[src/rtl/core/pcm_channel_downmix_gain_assert.svh]
// Assertion macros shared by the downmix and gain RTL.
`ifndef PCM_CHANNEL_DOWNMIX_GAIN_ASSERT_SVH
`define PCM_CHANNEL_DOWNMIX_GAIN_ASSERT_SVH

// Check a property on the rising clock edge, skipped while reset is held.
`define PDG_ASSERT(lbl, clk, rst_n, prop, msg) \
    lbl: assert property (@(posedge clk) disable iff (!rst_n) prop) else $error(msg);

// Check a property on every rising clock edge, reset included.
`define PDG_ASSERT_ALWAYS(lbl, clk, prop, msg) \
    lbl: assert property (@(posedge clk) prop) else $error(msg);

`endif

[src/rtl/core/pdg_pkg.sv]
// Types and constants shared by the PCM downmix and gain block.
package pdg_pkg;

    localparam int SAMPLE_W   = 16;
    localparam int NUM_SLOTS  = 6;
    localparam int CNT_W      = 3;
    localparam int MIX_W      = 31;
    localparam int GAIN_W     = 16;
    localparam int PROD_W     = MIX_W + GAIN_W + 1;
    localparam int CFG_IDX_W  = 3;
    localparam int CFG_DATA_W = 16;
    localparam int SHIFT_Q12  = 12;
    localparam int SHIFT_Q24  = 24;

    localparam logic [GAIN_W-1:0] GAIN_UNITY = 16'h1000;
    localparam logic [GAIN_W-1:0] GAIN_ONE   = 16'd1;

    localparam logic signed [MIX_W-1:0] MIX_SIDE = 31'sd2896;

    localparam logic [CNT_W-1:0] CC_MONO     = 3'd1;
    localparam logic [CNT_W-1:0] CC_STEREO   = 3'd2;
    localparam logic [CNT_W-1:0] CC_SURROUND = 3'd6;

    localparam logic [1:0] SEL_PASS = 2'd0;
    localparam logic [1:0] SEL_LEFT = 2'd1;

    typedef enum logic [CFG_IDX_W-1:0] {
        CFG_STEREO_SELECT  = 3'd0,
        CFG_DOWNMIX_ENABLE = 3'd1,
        CFG_GAIN_ENABLE    = 3'd2,
        CFG_MAIN_GAIN      = 3'd3,
        CFG_SURROUND_GAIN  = 3'd4
    } t_cfg_index;

    typedef logic signed [SAMPLE_W-1:0] t_sample;

    typedef struct packed {
        logic [1:0]        stereo_select;
        logic              downmix_enable;
        logic              gain_enable;
        logic [GAIN_W-1:0] main_gain;
        logic [GAIN_W-1:0] surround_gain;
    } t_cfg;

    typedef struct packed {
        logic signed [MIX_W-1:0] value;
        logic [GAIN_W-1:0]       gain;
        logic                    long_shift;
    } t_lane_op;

    typedef struct packed {
        logic en1;
        logic en2;
        logic en3;
    } t_stage_en;

endpackage

[src/rtl/core/pdg_lane.sv]
// One sample lane: operand register, gain multiply, truncating scale and saturation.
module pdg_lane (
    input  logic                 i_clk,
    input  pdg_pkg::t_stage_en   i_en,
    input  pdg_pkg::t_lane_op    i_op,
    output pdg_pkg::t_sample     o_sample
);

    localparam logic signed [pdg_pkg::PROD_W-1:0] BIAS_Q12 =
        pdg_pkg::PROD_W'((1 << pdg_pkg::SHIFT_Q12) - 1);
    localparam logic signed [pdg_pkg::PROD_W-1:0] BIAS_Q24 =
        pdg_pkg::PROD_W'((1 << pdg_pkg::SHIFT_Q24) - 1);
    localparam logic signed [pdg_pkg::PROD_W-1:0] SAT_MAX = pdg_pkg::PROD_W'(32767);
    localparam logic signed [pdg_pkg::PROD_W-1:0] SAT_MIN = -pdg_pkg::PROD_W'(32768);

    pdg_pkg::t_lane_op                  r_op;
    logic signed [pdg_pkg::PROD_W-1:0]  r_prod;
    logic                               r_long;
    pdg_pkg::t_sample                   r_sample;
    pdg_pkg::t_sample                   n_sample;

    logic signed [pdg_pkg::PROD_W-1:0]  biased;
    logic signed [pdg_pkg::PROD_W-1:0]  shifted;

    always_ff @(posedge i_clk) begin
        if (i_en.en1) begin
            r_op <= i_op;
        end
        if (i_en.en2) begin
            r_prod <= $signed(r_op.value) * $signed({1'b0, r_op.gain});
            r_long <= r_op.long_shift;
        end
        if (i_en.en3) begin
            r_sample <= n_sample;
        end
    end

    // Round toward zero: bias negative products before the arithmetic shift.
    always_comb begin
        biased = r_prod;
        if (r_prod[pdg_pkg::PROD_W-1]) begin
            biased = r_prod + (r_long ? BIAS_Q24 : BIAS_Q12);
        end
        shifted = r_long ? (biased >>> pdg_pkg::SHIFT_Q24) : (biased >>> pdg_pkg::SHIFT_Q12);
        if (shifted > SAT_MAX) begin
            n_sample = SAT_MAX[pdg_pkg::SAMPLE_W-1:0];
        end else if (shifted < SAT_MIN) begin
            n_sample = SAT_MIN[pdg_pkg::SAMPLE_W-1:0];
        end else begin
            n_sample = shifted[pdg_pkg::SAMPLE_W-1:0];
        end
    end

    assign o_sample = r_sample;

endmodule

[config.mk]
export PLATFORM = sky130hd
export DESIGN_NAME = pdg_lane
export DESIGN_NICKNAME = d
export VERILOG_FILES = /design/src/rtl/core/pcm_channel_downmix_gain_assert.svh /design/src/rtl/core/pdg_pkg.sv /design/src/rtl/core/pdg_lane.sv
export SDC_FILE = /design/constraint.sdc
export NUM_CORES = 1
export LEC_CHECK = 0
export BUFFER_PORTS_ARGS = -buffer_cell sky130_fd_sc_hd__buf_2
export CORE_UTILIZATION = 63
export DETAILED_ROUTE_END_ITERATION = 6
export PLACE_DENSITY = 0.84
export SKIP_CTS_REPAIR_TIMING = 1
export SLEW_MARGIN = 5
export SYNTH_ARGS = -nofsm -noshare
export SYNTH_HDL_FRONTEND = slang
export SYNTH_SLANG_ARGS = --single-unit
[constraint.sdc]
create_clock -name i_clk -period 13.4 [get_ports i_clk]
set_clock_uncertainty 0.05 [all_clocks]
set_input_delay 0.67 -clock i_clk [delete_from_list [all_inputs] [get_ports i_clk]]
set_output_delay 0.67 -clock i_clk [all_outputs]
set_load 0.02 [all_outputs]
==> results.md <==
- F_max: between 0.1 and 0.15 GHz
- Initial antenna violation count: 0
- FP Rows: just under 70
- Post-synth top flop: edfxtp_1
- Number of cells produced by synthesis: about 2400
- Clock slew at reported path FFs: 0.07 ns
- Number of synthesized flops with an enable pin: between 100 and 150
- Post-Syn Area: between 0.02 and 0.025 mm²
- Setup TNS: 0 ns
- Share of synthesized area occupied by flip-flops and latches: 15.1%
- GRT Total Usage: roughly a third
- HP Start: i_op[39]
- Min cycle time layout: about 8.0 ns
- 1st-pass router iterations: 7
- Cell mode on critical path: fa_1
- H-tree depth: 4
- Worst rel slew slack: 8.43%
- Worst EP required: approximately 14 ns
- CTS root buf: clkbuf_16
- RSZ-0062 raised after global routing: no
- Hpwl dp: around 41000 µm
- Max-Cap Viols: 0
- Layout cells sized above 1: under 10%
- Clk_lat worst skew: approximately 0.46 ns
- Top cell type's share of synthesized area: between 40 and 50%
- First-pass GRT wire length: between 90000 and 100000 µm
- Die area: about 0.036 mm²
- First-iteration detailed-routing DRC count: about 1500
- Area contributors post-synth: fa_1 42%, edfxtp_1 15%, inv_1 9.7%
- Simple-gate share of the synthesized area: between 10% and 20%
- Worst Hold Class: in2reg
- Post-Synth XOR/XNOR Area: 3.19%
- IO buf count: 67
- Most frequent cells after synthesis: 580 x inv_1, 475 x fa_1, 319 x nand2_1
- Syn avg cell area: roughly 9.6 µm²
- DRC: 2
- Area growth syn-to-layout: 5.74%
- # IOs: a little under 70
- Synth Area in Adders: just under 50%
- RR Endpoint: r_prod[47]
- Status: finished, violations left
- Die X: ~190 µm
- Max-slew violations: 0
- Cell count of the worst hold path: 1
- Via density per instance: just under 6
- Core footprint: between 0.03 and 0.04 mm²
- Fraction of registers with async set/reset: 0%
- Worst R2R Path Depth: 22
- Final net count: 3017
- Crit path kind: reg2reg
- Slowest CP cell: edfxtp_1
- Largest net degree at the start of global routing: 50
- Cell taking the most area after synthesis: fa_1
- Drt total wl: approximately 56000 µm
- Failing checks: DRC
- Worst hold endpoint: r_op[39]
- Crit path DAT: between 8 and 9 ns
- Hold Fails Final Rpt: 0
- Die Y: approximately 190 µm
- WL per Instance: 19.6 µm
- Nature of the critical path endpoint: flip-flop
- Final Cycle Share: between 50% and 60%
- Compound-Gate Fraction of Synth Area: between 5 and 6%
- Setup Viol. Count Final: 0
- Worst-Margin Slew: 1.37 ns
- Routed Antenna Nets: 0
- Syn_nets: about 3000
- Main combinational cell family by area after synthesis: adder cells
- Setup slack, reg-to-reg: ~5.4 ns
- GPL Wtd Cong: a little under 1
- CTS Buffer Depth: 2
- Synth warnings: 0
- Max FO, Critical Path: 31
- ANT cells: 0
- Initial core utilization: between 60 and 70%
- Cell variety after synth: 65
- CTS tree: built
- CTS buffer count: 17
- Top-count cell post-synth: inv_1
- GRT overflow: 0
- Total number of vias: between 15000 and 20000
- Number of global-route vias before repair: between 15000 and 20000
- Cell Chain, Critical Path: nand2_1, fa_1, inv_1, fa_1, fa_1, fa_1, fa_1, inv_1, fa_1, inv_1, ha_1, a21oi_1, a21boi_0, a311o_1, nand3_1, a31oi_1, o311ai_0, a21oi_1, a211oi_1, o21ai_0, a21oi_1, xnor2_1
- Setup crit start kind: flip-flop
- CP max stage delay: between 1 and 1.5 ns
- Mux cell area share after synthesis: less than 1%
- # clock sinks: between 100 and 150
- Flip-flop and latch count after synthesis: between 100 and 150
- Reg2reg start: r_op[9]
- Final core occ: around 68%
flip-flops by register name, indices dropped and copies added, names as in the netlist:
name,flops
r_op,48
r_prod,48
o_sample,16
r_long,1
worst max-delay path: cells and delay by family, from the launching register on:
family / cells / cell delay (ns)
DFF: 1 / 1.27
adders and majority gates: 7 / 3.48
AOI/OAI and AO/OA: 9 / 2.36
xor gates and xnor gates: 1 / 0.09
and+or+nand+nor: 2 / 0.33
buffers and inverters: 3 / 0.15
routing by layer:
layer | up-vias | GRT usage, % | share of wire (%)
met5 | - | 0 | 0
met4 | 0 | 12.6 | 4.1
met3 | 224 | 9.56 | 12
met2 | 1059 | 53.2 | 47
met1 | 8174 | 41.9 | 37
li1 | 7055 | - | -
how the worst max path moves through the flow:
stage	start	endpoint	slack [ns]	depth (start not counted)
detailed placement	r_op[5]	r_prod[45]	5.53	22
global placement	r_op[5]	r_prod[47]	5.70	22
floorplan	r_op[35]	r_prod[47]	6.76	23
CTS	r_op[5]	r_prod[47]	5.50	22
global route	r_op[9]	r_prod[45]	5.07	22
finish	r_op[9]	r_prod[47]	5.41	22
final cells by class:
type	count	area [µm²]
multi-input combinational	1567	16600
fill	2488	11100
sequential	113	3390
inverter	581	2180
tap	455	569
timing repair buffer	83	463
clock buffer	17	425
clock inverter	15	181
cell families after synthesis:
kind of cell | count (synthesis)
multiplexers | 14
AO/OA/AOI/OAI | 184
XOR/XNOR | 82
flip-flops | 113
adder cells (fa/ha/maj) | 602
AND/OR/NAND/NOR | 685
buffers and inverters | 671
stage by stage:
step                instance area [µm²]  hold WS [ns]  setup slack [ns]  cells
floorplan                         22500         0.350              6.76   2351
finish                            23800         0.334              5.41   2831
CTS                               23800         0.315              5.50   2830
detailed placement                23200         0.394              5.53   2798
global route                      23800         0.321              5.07   2831
global placement                  23200         0.408              5.70   2798
cell usage in the layout, fill, tap and decap left out, drive strengths merged, types with 3 or more instances in the layout:
master  count
inv       584
fa        475
nand2     319
and2      226
ha        127
edfxtp    113
buf        83
a21oi      61
xnor2      46
o21ai      39
nor2       36
xor2       36
a21o       28
nand3      24
clkbuf     17
and3       16
nand4      15
nor3       15
nor2b       9
nand2b      8
mux2i       8
a31oi       7
o21bai      7
clkinv      7
a211oi      6
mux2        6
o211ai      4
o21a        4
nor4        4
o311ai      3
o31a        3
and4        3
bufinv      3
a31o        3
or4         3
Power is not shown: default switching activity piles up to over one toggle a cycle in this logic, so the estimate is an artifact.
