[src/rtl/core/pcm_channel_downmix_gain_assert.svh]
// Assertion macros shared by the downmix and gain RTL.
`ifndef PCM_CHANNEL_DOWNMIX_GAIN_ASSERT_SVH
`define PCM_CHANNEL_DOWNMIX_GAIN_ASSERT_SVH

// Check a property on the rising clock edge, skipped while reset is held.
`define PDG_ASSERT(lbl, clk, rst_n, prop, msg) \
    lbl: assert property (@(posedge clk) disable iff (!rst_n) prop) else $error(msg);

// Check a property on every rising clock edge, reset included.
`define PDG_ASSERT_ALWAYS(lbl, clk, prop, msg) \
    lbl: assert property (@(posedge clk) prop) else $error(msg);

`endif

[src/rtl/core/pdg_pkg.sv]
// Types and constants shared by the PCM downmix and gain block.
package pdg_pkg;

    localparam int SAMPLE_W   = 16;
    localparam int NUM_SLOTS  = 6;
    localparam int CNT_W      = 3;
    localparam int MIX_W      = 31;
    localparam int GAIN_W     = 16;
    localparam int PROD_W     = MIX_W + GAIN_W + 1;
    localparam int CFG_IDX_W  = 3;
    localparam int CFG_DATA_W = 16;
    localparam int SHIFT_Q12  = 12;
    localparam int SHIFT_Q24  = 24;

    localparam logic [GAIN_W-1:0] GAIN_UNITY = 16'h1000;
    localparam logic [GAIN_W-1:0] GAIN_ONE   = 16'd1;

    localparam logic signed [MIX_W-1:0] MIX_SIDE = 31'sd2896;

    localparam logic [CNT_W-1:0] CC_MONO     = 3'd1;
    localparam logic [CNT_W-1:0] CC_STEREO   = 3'd2;
    localparam logic [CNT_W-1:0] CC_SURROUND = 3'd6;

    localparam logic [1:0] SEL_PASS = 2'd0;
    localparam logic [1:0] SEL_LEFT = 2'd1;

    typedef enum logic [CFG_IDX_W-1:0] {
        CFG_STEREO_SELECT  = 3'd0,
        CFG_DOWNMIX_ENABLE = 3'd1,
        CFG_GAIN_ENABLE    = 3'd2,
        CFG_MAIN_GAIN      = 3'd3,
        CFG_SURROUND_GAIN  = 3'd4
    } t_cfg_index;

    typedef logic signed [SAMPLE_W-1:0] t_sample;

    typedef struct packed {
        logic [1:0]        stereo_select;
        logic              downmix_enable;
        logic              gain_enable;
        logic [GAIN_W-1:0] main_gain;
        logic [GAIN_W-1:0] surround_gain;
    } t_cfg;

    typedef struct packed {
        logic signed [MIX_W-1:0] value;
        logic [GAIN_W-1:0]       gain;
        logic                    long_shift;
    } t_lane_op;

    typedef struct packed {
        logic en1;
        logic en2;
        logic en3;
    } t_stage_en;

endpackage

[src/rtl/core/pdg_route.sv]
// Channel routing and 5.1 side-mix front end that sets up each lane's operands.
module pdg_route (
    input  pdg_pkg::t_cfg                  i_cfg,
    input  logic [pdg_pkg::CNT_W-1:0]      i_channel_count,
    input  pdg_pkg::t_sample               i_slot [pdg_pkg::NUM_SLOTS],
    output pdg_pkg::t_lane_op              o_op [pdg_pkg::NUM_SLOTS],
    output logic [pdg_pkg::CNT_W-1:0]      o_out_count,
    output logic                           o_supported
);

    // front*4096 + (rear + center + lfe)*2896
    function automatic logic signed [pdg_pkg::MIX_W-1:0] mix_side(
        input pdg_pkg::t_sample front,
        input pdg_pkg::t_sample rear,
        input pdg_pkg::t_sample center,
        input pdg_pkg::t_sample lfe
    );
        logic signed [pdg_pkg::SAMPLE_W+1:0] side;
        logic signed [pdg_pkg::MIX_W-1:0]    acc;
        side = 18'(rear) + 18'(center) + 18'(lfe);
        acc  = (pdg_pkg::MIX_W'(front) <<< pdg_pkg::SHIFT_Q12)
             + pdg_pkg::MIX_W'(side) * pdg_pkg::MIX_SIDE;
        return acc;
    endfunction

    logic [pdg_pkg::GAIN_W-1:0] main_sel;
    logic [pdg_pkg::GAIN_W-1:0] sur_sel;

    assign main_sel = i_cfg.gain_enable ? i_cfg.main_gain : pdg_pkg::GAIN_UNITY;
    assign sur_sel  = i_cfg.gain_enable ? i_cfg.surround_gain : pdg_pkg::GAIN_UNITY;

    always_comb begin
        for (int i = 0; i < pdg_pkg::NUM_SLOTS; i++) begin
            o_op[i].value      = '0;
            o_op[i].gain       = pdg_pkg::GAIN_UNITY;
            o_op[i].long_shift = 1'b0;
        end
        o_out_count = pdg_pkg::CC_STEREO;
        o_supported = 1'b0;

        unique case (i_channel_count)
            pdg_pkg::CC_MONO: begin
                o_supported   = 1'b1;
                o_op[0].value = pdg_pkg::MIX_W'(i_slot[0]);
                o_op[1].value = pdg_pkg::MIX_W'(i_slot[0]);
                o_op[0].gain  = main_sel;
                o_op[1].gain  = main_sel;
            end
            pdg_pkg::CC_STEREO: begin
                o_supported  = 1'b1;
                o_op[0].gain = main_sel;
                o_op[1].gain = main_sel;
                case (i_cfg.stereo_select)
                    pdg_pkg::SEL_PASS: begin
                        o_op[0].value = pdg_pkg::MIX_W'(i_slot[0]);
                        o_op[1].value = pdg_pkg::MIX_W'(i_slot[1]);
                    end
                    pdg_pkg::SEL_LEFT: begin
                        o_op[0].value = pdg_pkg::MIX_W'(i_slot[0]);
                        o_op[1].value = pdg_pkg::MIX_W'(i_slot[0]);
                    end
                    default: begin
                        o_op[0].value = pdg_pkg::MIX_W'(i_slot[1]);
                        o_op[1].value = pdg_pkg::MIX_W'(i_slot[1]);
                    end
                endcase
            end
            pdg_pkg::CC_SURROUND: begin
                o_supported = 1'b1;
                if (i_cfg.downmix_enable) begin
                    o_op[0].value = mix_side(i_slot[1], i_slot[3], i_slot[0], i_slot[5]);
                    o_op[1].value = mix_side(i_slot[2], i_slot[4], i_slot[0], i_slot[5]);
                    // with gain: sum*gain >> 24; without: sum*1 >> 12
                    for (int i = 0; i < 2; i++) begin
                        o_op[i].gain       = i_cfg.gain_enable ? i_cfg.surround_gain
                                                               : pdg_pkg::GAIN_ONE;
                        o_op[i].long_shift = i_cfg.gain_enable;
                    end
                end else begin
                    o_out_count   = pdg_pkg::CC_SURROUND;
                    o_op[0].value = pdg_pkg::MIX_W'(i_slot[1]);
                    o_op[1].value = pdg_pkg::MIX_W'(i_slot[2]);
                    o_op[2].value = pdg_pkg::MIX_W'(i_slot[0]);
                    o_op[3].value = pdg_pkg::MIX_W'(i_slot[5]);
                    o_op[4].value = pdg_pkg::MIX_W'(i_slot[3]);
                    o_op[5].value = pdg_pkg::MIX_W'(i_slot[4]);
                    for (int i = 0; i < pdg_pkg::NUM_SLOTS; i++) begin
                        o_op[i].gain = sur_sel;
                    end
                end
            end
            default: begin
                o_supported = 1'b0;
            end
        endcase
    end

endmodule

[config.mk]
export PLATFORM = sky130hd
export DESIGN_NAME = pdg_route
export DESIGN_NICKNAME = d
export VERILOG_FILES = /design/src/rtl/core/pcm_channel_downmix_gain_assert.svh /design/src/rtl/core/pdg_pkg.sv /design/src/rtl/core/pdg_route.sv
export SDC_FILE = /design/constraint.sdc
export NUM_CORES = 1
export LEC_CHECK = 0
export ABC_AREA = 0
export BUFFER_PORTS_ARGS = -buffer_cell sky130_fd_sc_hd__buf_2
export CAP_MARGIN = 20
export CORE_MARGIN = 2
export CORE_UTILIZATION = 30
export DETAILED_ROUTE_END_ITERATION = 10
export PLACE_DENSITY = 0.58
export SYNTH_ARGS = -nofsm -noshare
export SYNTH_HDL_FRONTEND = slang
export SYNTH_SLANG_ARGS = --single-unit
[constraint.sdc]
create_clock -name vclk -period 12
set_input_delay 0.6 -clock vclk [all_inputs]
set_output_delay 0.6 -clock vclk [all_outputs]
set_load 0.02 [all_outputs]
==> summary.md <==
| Metric | Value |
|---|---|
| Total of hold buffers inserted after clock tree synthesis | `0` |
| Category of the critical setup timing path | `input port to primary output` |
| Timing-limited maximum frequency | `96.59 MHz` |
| Area Growth Syn to Fin | `13.50%` |
| Count of fill cells added during filler insertion | `4463` |
| Die boundary width | `209.9 um` |
| Total number of vias | `12.14k` |
| Run status | `finished, final reports clean` |
| Req. time, crit path | `11.40 ns` |
| Weighted congestion reported at the end of routability-driven placement | `0.9485` |
| Fraction of the yosys area taken by sequential cells | `0%` |
| Violation count after the first detailed-routing iteration | `675` |
| Largest fanout on the critical path | `5` |
| Detailed placement HPWL | `41.65 mm` |
| Unrepaired setup endpoints after global routing | `false` |
| Share of layout cells above drive strength 1 | `24.57%` |
| Via count of the first global-routing pass | `12.05k` |
| Die Outline Area | `44070 um^2` |
| Post-CTS Setup Repair Bufs | `0` |
| Largest net degree at the start of global routing | `91` |
| Via/cell ratio | `5.050` |
| Finished Cell Area | `14440 um^2` |
| Peak per-stage delay on the critical path | `0.53 ns` |
| Count of boundary I/O pins | `427` |
| Register Area | `0 um^2` |
| Router iterations before antenna repair | `7` |
| Residual DRC count | `0` |
| Time the final worst path needs with I/O delays and setup | `10.35 ns` |
| Crit-path most repeated cell | `inv_1` |
| IO buf count | `421` |
| Drt total wl | `47.56 mm` |
| Final hold slack | `1.568 ns` |
| Worst slew margin relative to its limit | `26.11%` |
| Number of max-slew violations in the final report | `0` |
| Rows | `75` |
| Most common cell after layout, fill and taps aside | `buf_2` |
| Gr ovfl total | `0` |
| Data arrival time of the worst path | `9.75 ns` |
| Clock buffers | `0` |
| Post-DR wirelength/cell | `19.78 um` |
| Antenna violations before repair | `5` |
| Post-synth cell types | `79` |
| # resized after CTS | `0` |
| Die Y-Extent | `209.9 um` |
| Placed instance area | `14430 um^2` |
| Floorplan core area | `41950 um^2` |
| Setup_tns | `0 ns` |
| Worst setup SP type | `input port` |
| Antenna viol nets, final | `0` |
| Share of the core filled with cells in the final layout | `34.43%` |
| Ratio of final minimum period to clock period | `86.28%` |
| Cell Area, Synth | `12720 um^2` |
| Slowest stage cell, crit path | `fa_1` |
| Net count, final | `2337` |
| Actual transition at the worst max-transition pin | `1.101 ns` |
| Syn Inst Count | `1602` |
| Max Cap Viol | `0` |
| Count of endpoints failing setup in the final report | `0` |
| Element type at the critical path end | `primary output` |
| Wire length of the first global-routing pass | `71.10 mm` |
| Starting Density | `30.33%` |
| Worst setup endpoint | `o_op[239]` |
| Commonest cells after routing, fill and taps aside | `421 x buf_2, 282 x inv_1, 208 x ha_1` |
| Post-Syn Area per Cell | `7.942 um^2` |
| Endpoints failing hold | `0` |
| Number of warnings reported in the yosys synthesis log | `0` |
| Class of the worst hold path | `input port to primary output` |
| GRT Util Overall | `21.09%` |
| Worst setup path start | `i_slot[81]` |
| Number of sequential cells in the layout | `0` |
## synth_stat cells, drive strengths merged (3+ instances only)
master,instances,share of area (%)
a211o,3,0.21
a211oi,9,0.53
a21boi,3,0.18
a21o,27,1.6
a21oi,86,3.5
a221o,11,0.87
a222oi,13,1.0
a22o,19,1.3
a22oi,5,0.30
a31oi,10,0.54
and2,16,0.81
and3,85,4.2
buf,136,8.0
clkbuf,34,1.0
fa,128,20
ha,208,20
inv,284,8.4
mux2i,11,0.87
nand2,70,2.1
nand2b,14,0.69
nand3,23,0.90
nand4,4,0.20
nor2,60,1.8
nor2b,15,0.74
nor3,22,0.87
nor3b,3,0.18
nor4,4,0.20
o211ai,7,0.52
o21a,16,0.94
o21ai,73,3.0
o21bai,18,1.1
o31a,4,0.28
o31ai,3,0.29
or2,5,0.25
or3,7,0.46
xnor2,69,4.8
xor2,62,4.3
## logic make-up (layout without fill, tap and decap cells)
logic type                 count (synthesis)  after routing  share of synthesized area (%)
other                                      2              7                        0.05902
muxes                                     13             13                          1.042
buffers and inverters                    455            713                          17.39
xor gates and xnor gates                 132            132                          9.322
AOI/OAI and AO/OA                        329            329                          17.83
adders and majority gates                336            336                          40.59
and+or+nand+nor                          335            335                          13.77
## per-layer routing
metal	part of all wire, %	wire length, um	global-route usage, %	up-vias
met5	0	0	0	-
met4	4.3	2049	7.777	0
met3	5.5	2606	1.356	76
met2	46	21700	35.43	457
met1	45	21210	28.57	5819
li1	-	-	-	5787
## layout make-up
type                       count  area [um^2]  share of cell area, %
multi-input combinational   1151        10530                  72.93
timing repair buffer         428         2160                  14.95
tap                          539        674.4                  4.670
antenna                        1        2.502                0.01733
inverter                     285         1072                  7.425
## stage by stage
stage / cells / setup slack [ns]
floorplan: 1606 / 2.790
global placement: 2402 / 1.882
detailed placement: 2402 / 1.723
CTS: 2402 / 1.705
global route: 2403 / 0.9765
finish: 2404 / 1.647
## critical path, delay by kind of cell
kind / cells / cell delay, ns
multiplexers: 1 / 0.36
AND/OR/NAND/NOR: 7 / 1.38
adder cells (fa/ha/maj): 9 / 3.53
XOR/XNOR: 1 / 0.42
buffers and inverters: 8 / 0.76
AO/OA/AOI/OAI: 13 / 2.69
## worst min-delay path by stage
stage,slack (ns),end,cells past startpoint,startpoint
floorplan,1.38,o_op[18],2,i_slot[17]
global placement,1.56,o_op[204],3,i_cfg[27]
detailed placement,1.56,o_op[197],3,i_cfg[20]
CTS,1.56,o_op[197],3,i_cfg[20]
global route,1.59,o_op[197],3,i_cfg[20]
finish,1.57,o_op[197],3,i_cfg[20]
Power is not shown: default switching activity piles up to over one toggle a cycle in this logic, so the estimate is an artifact.
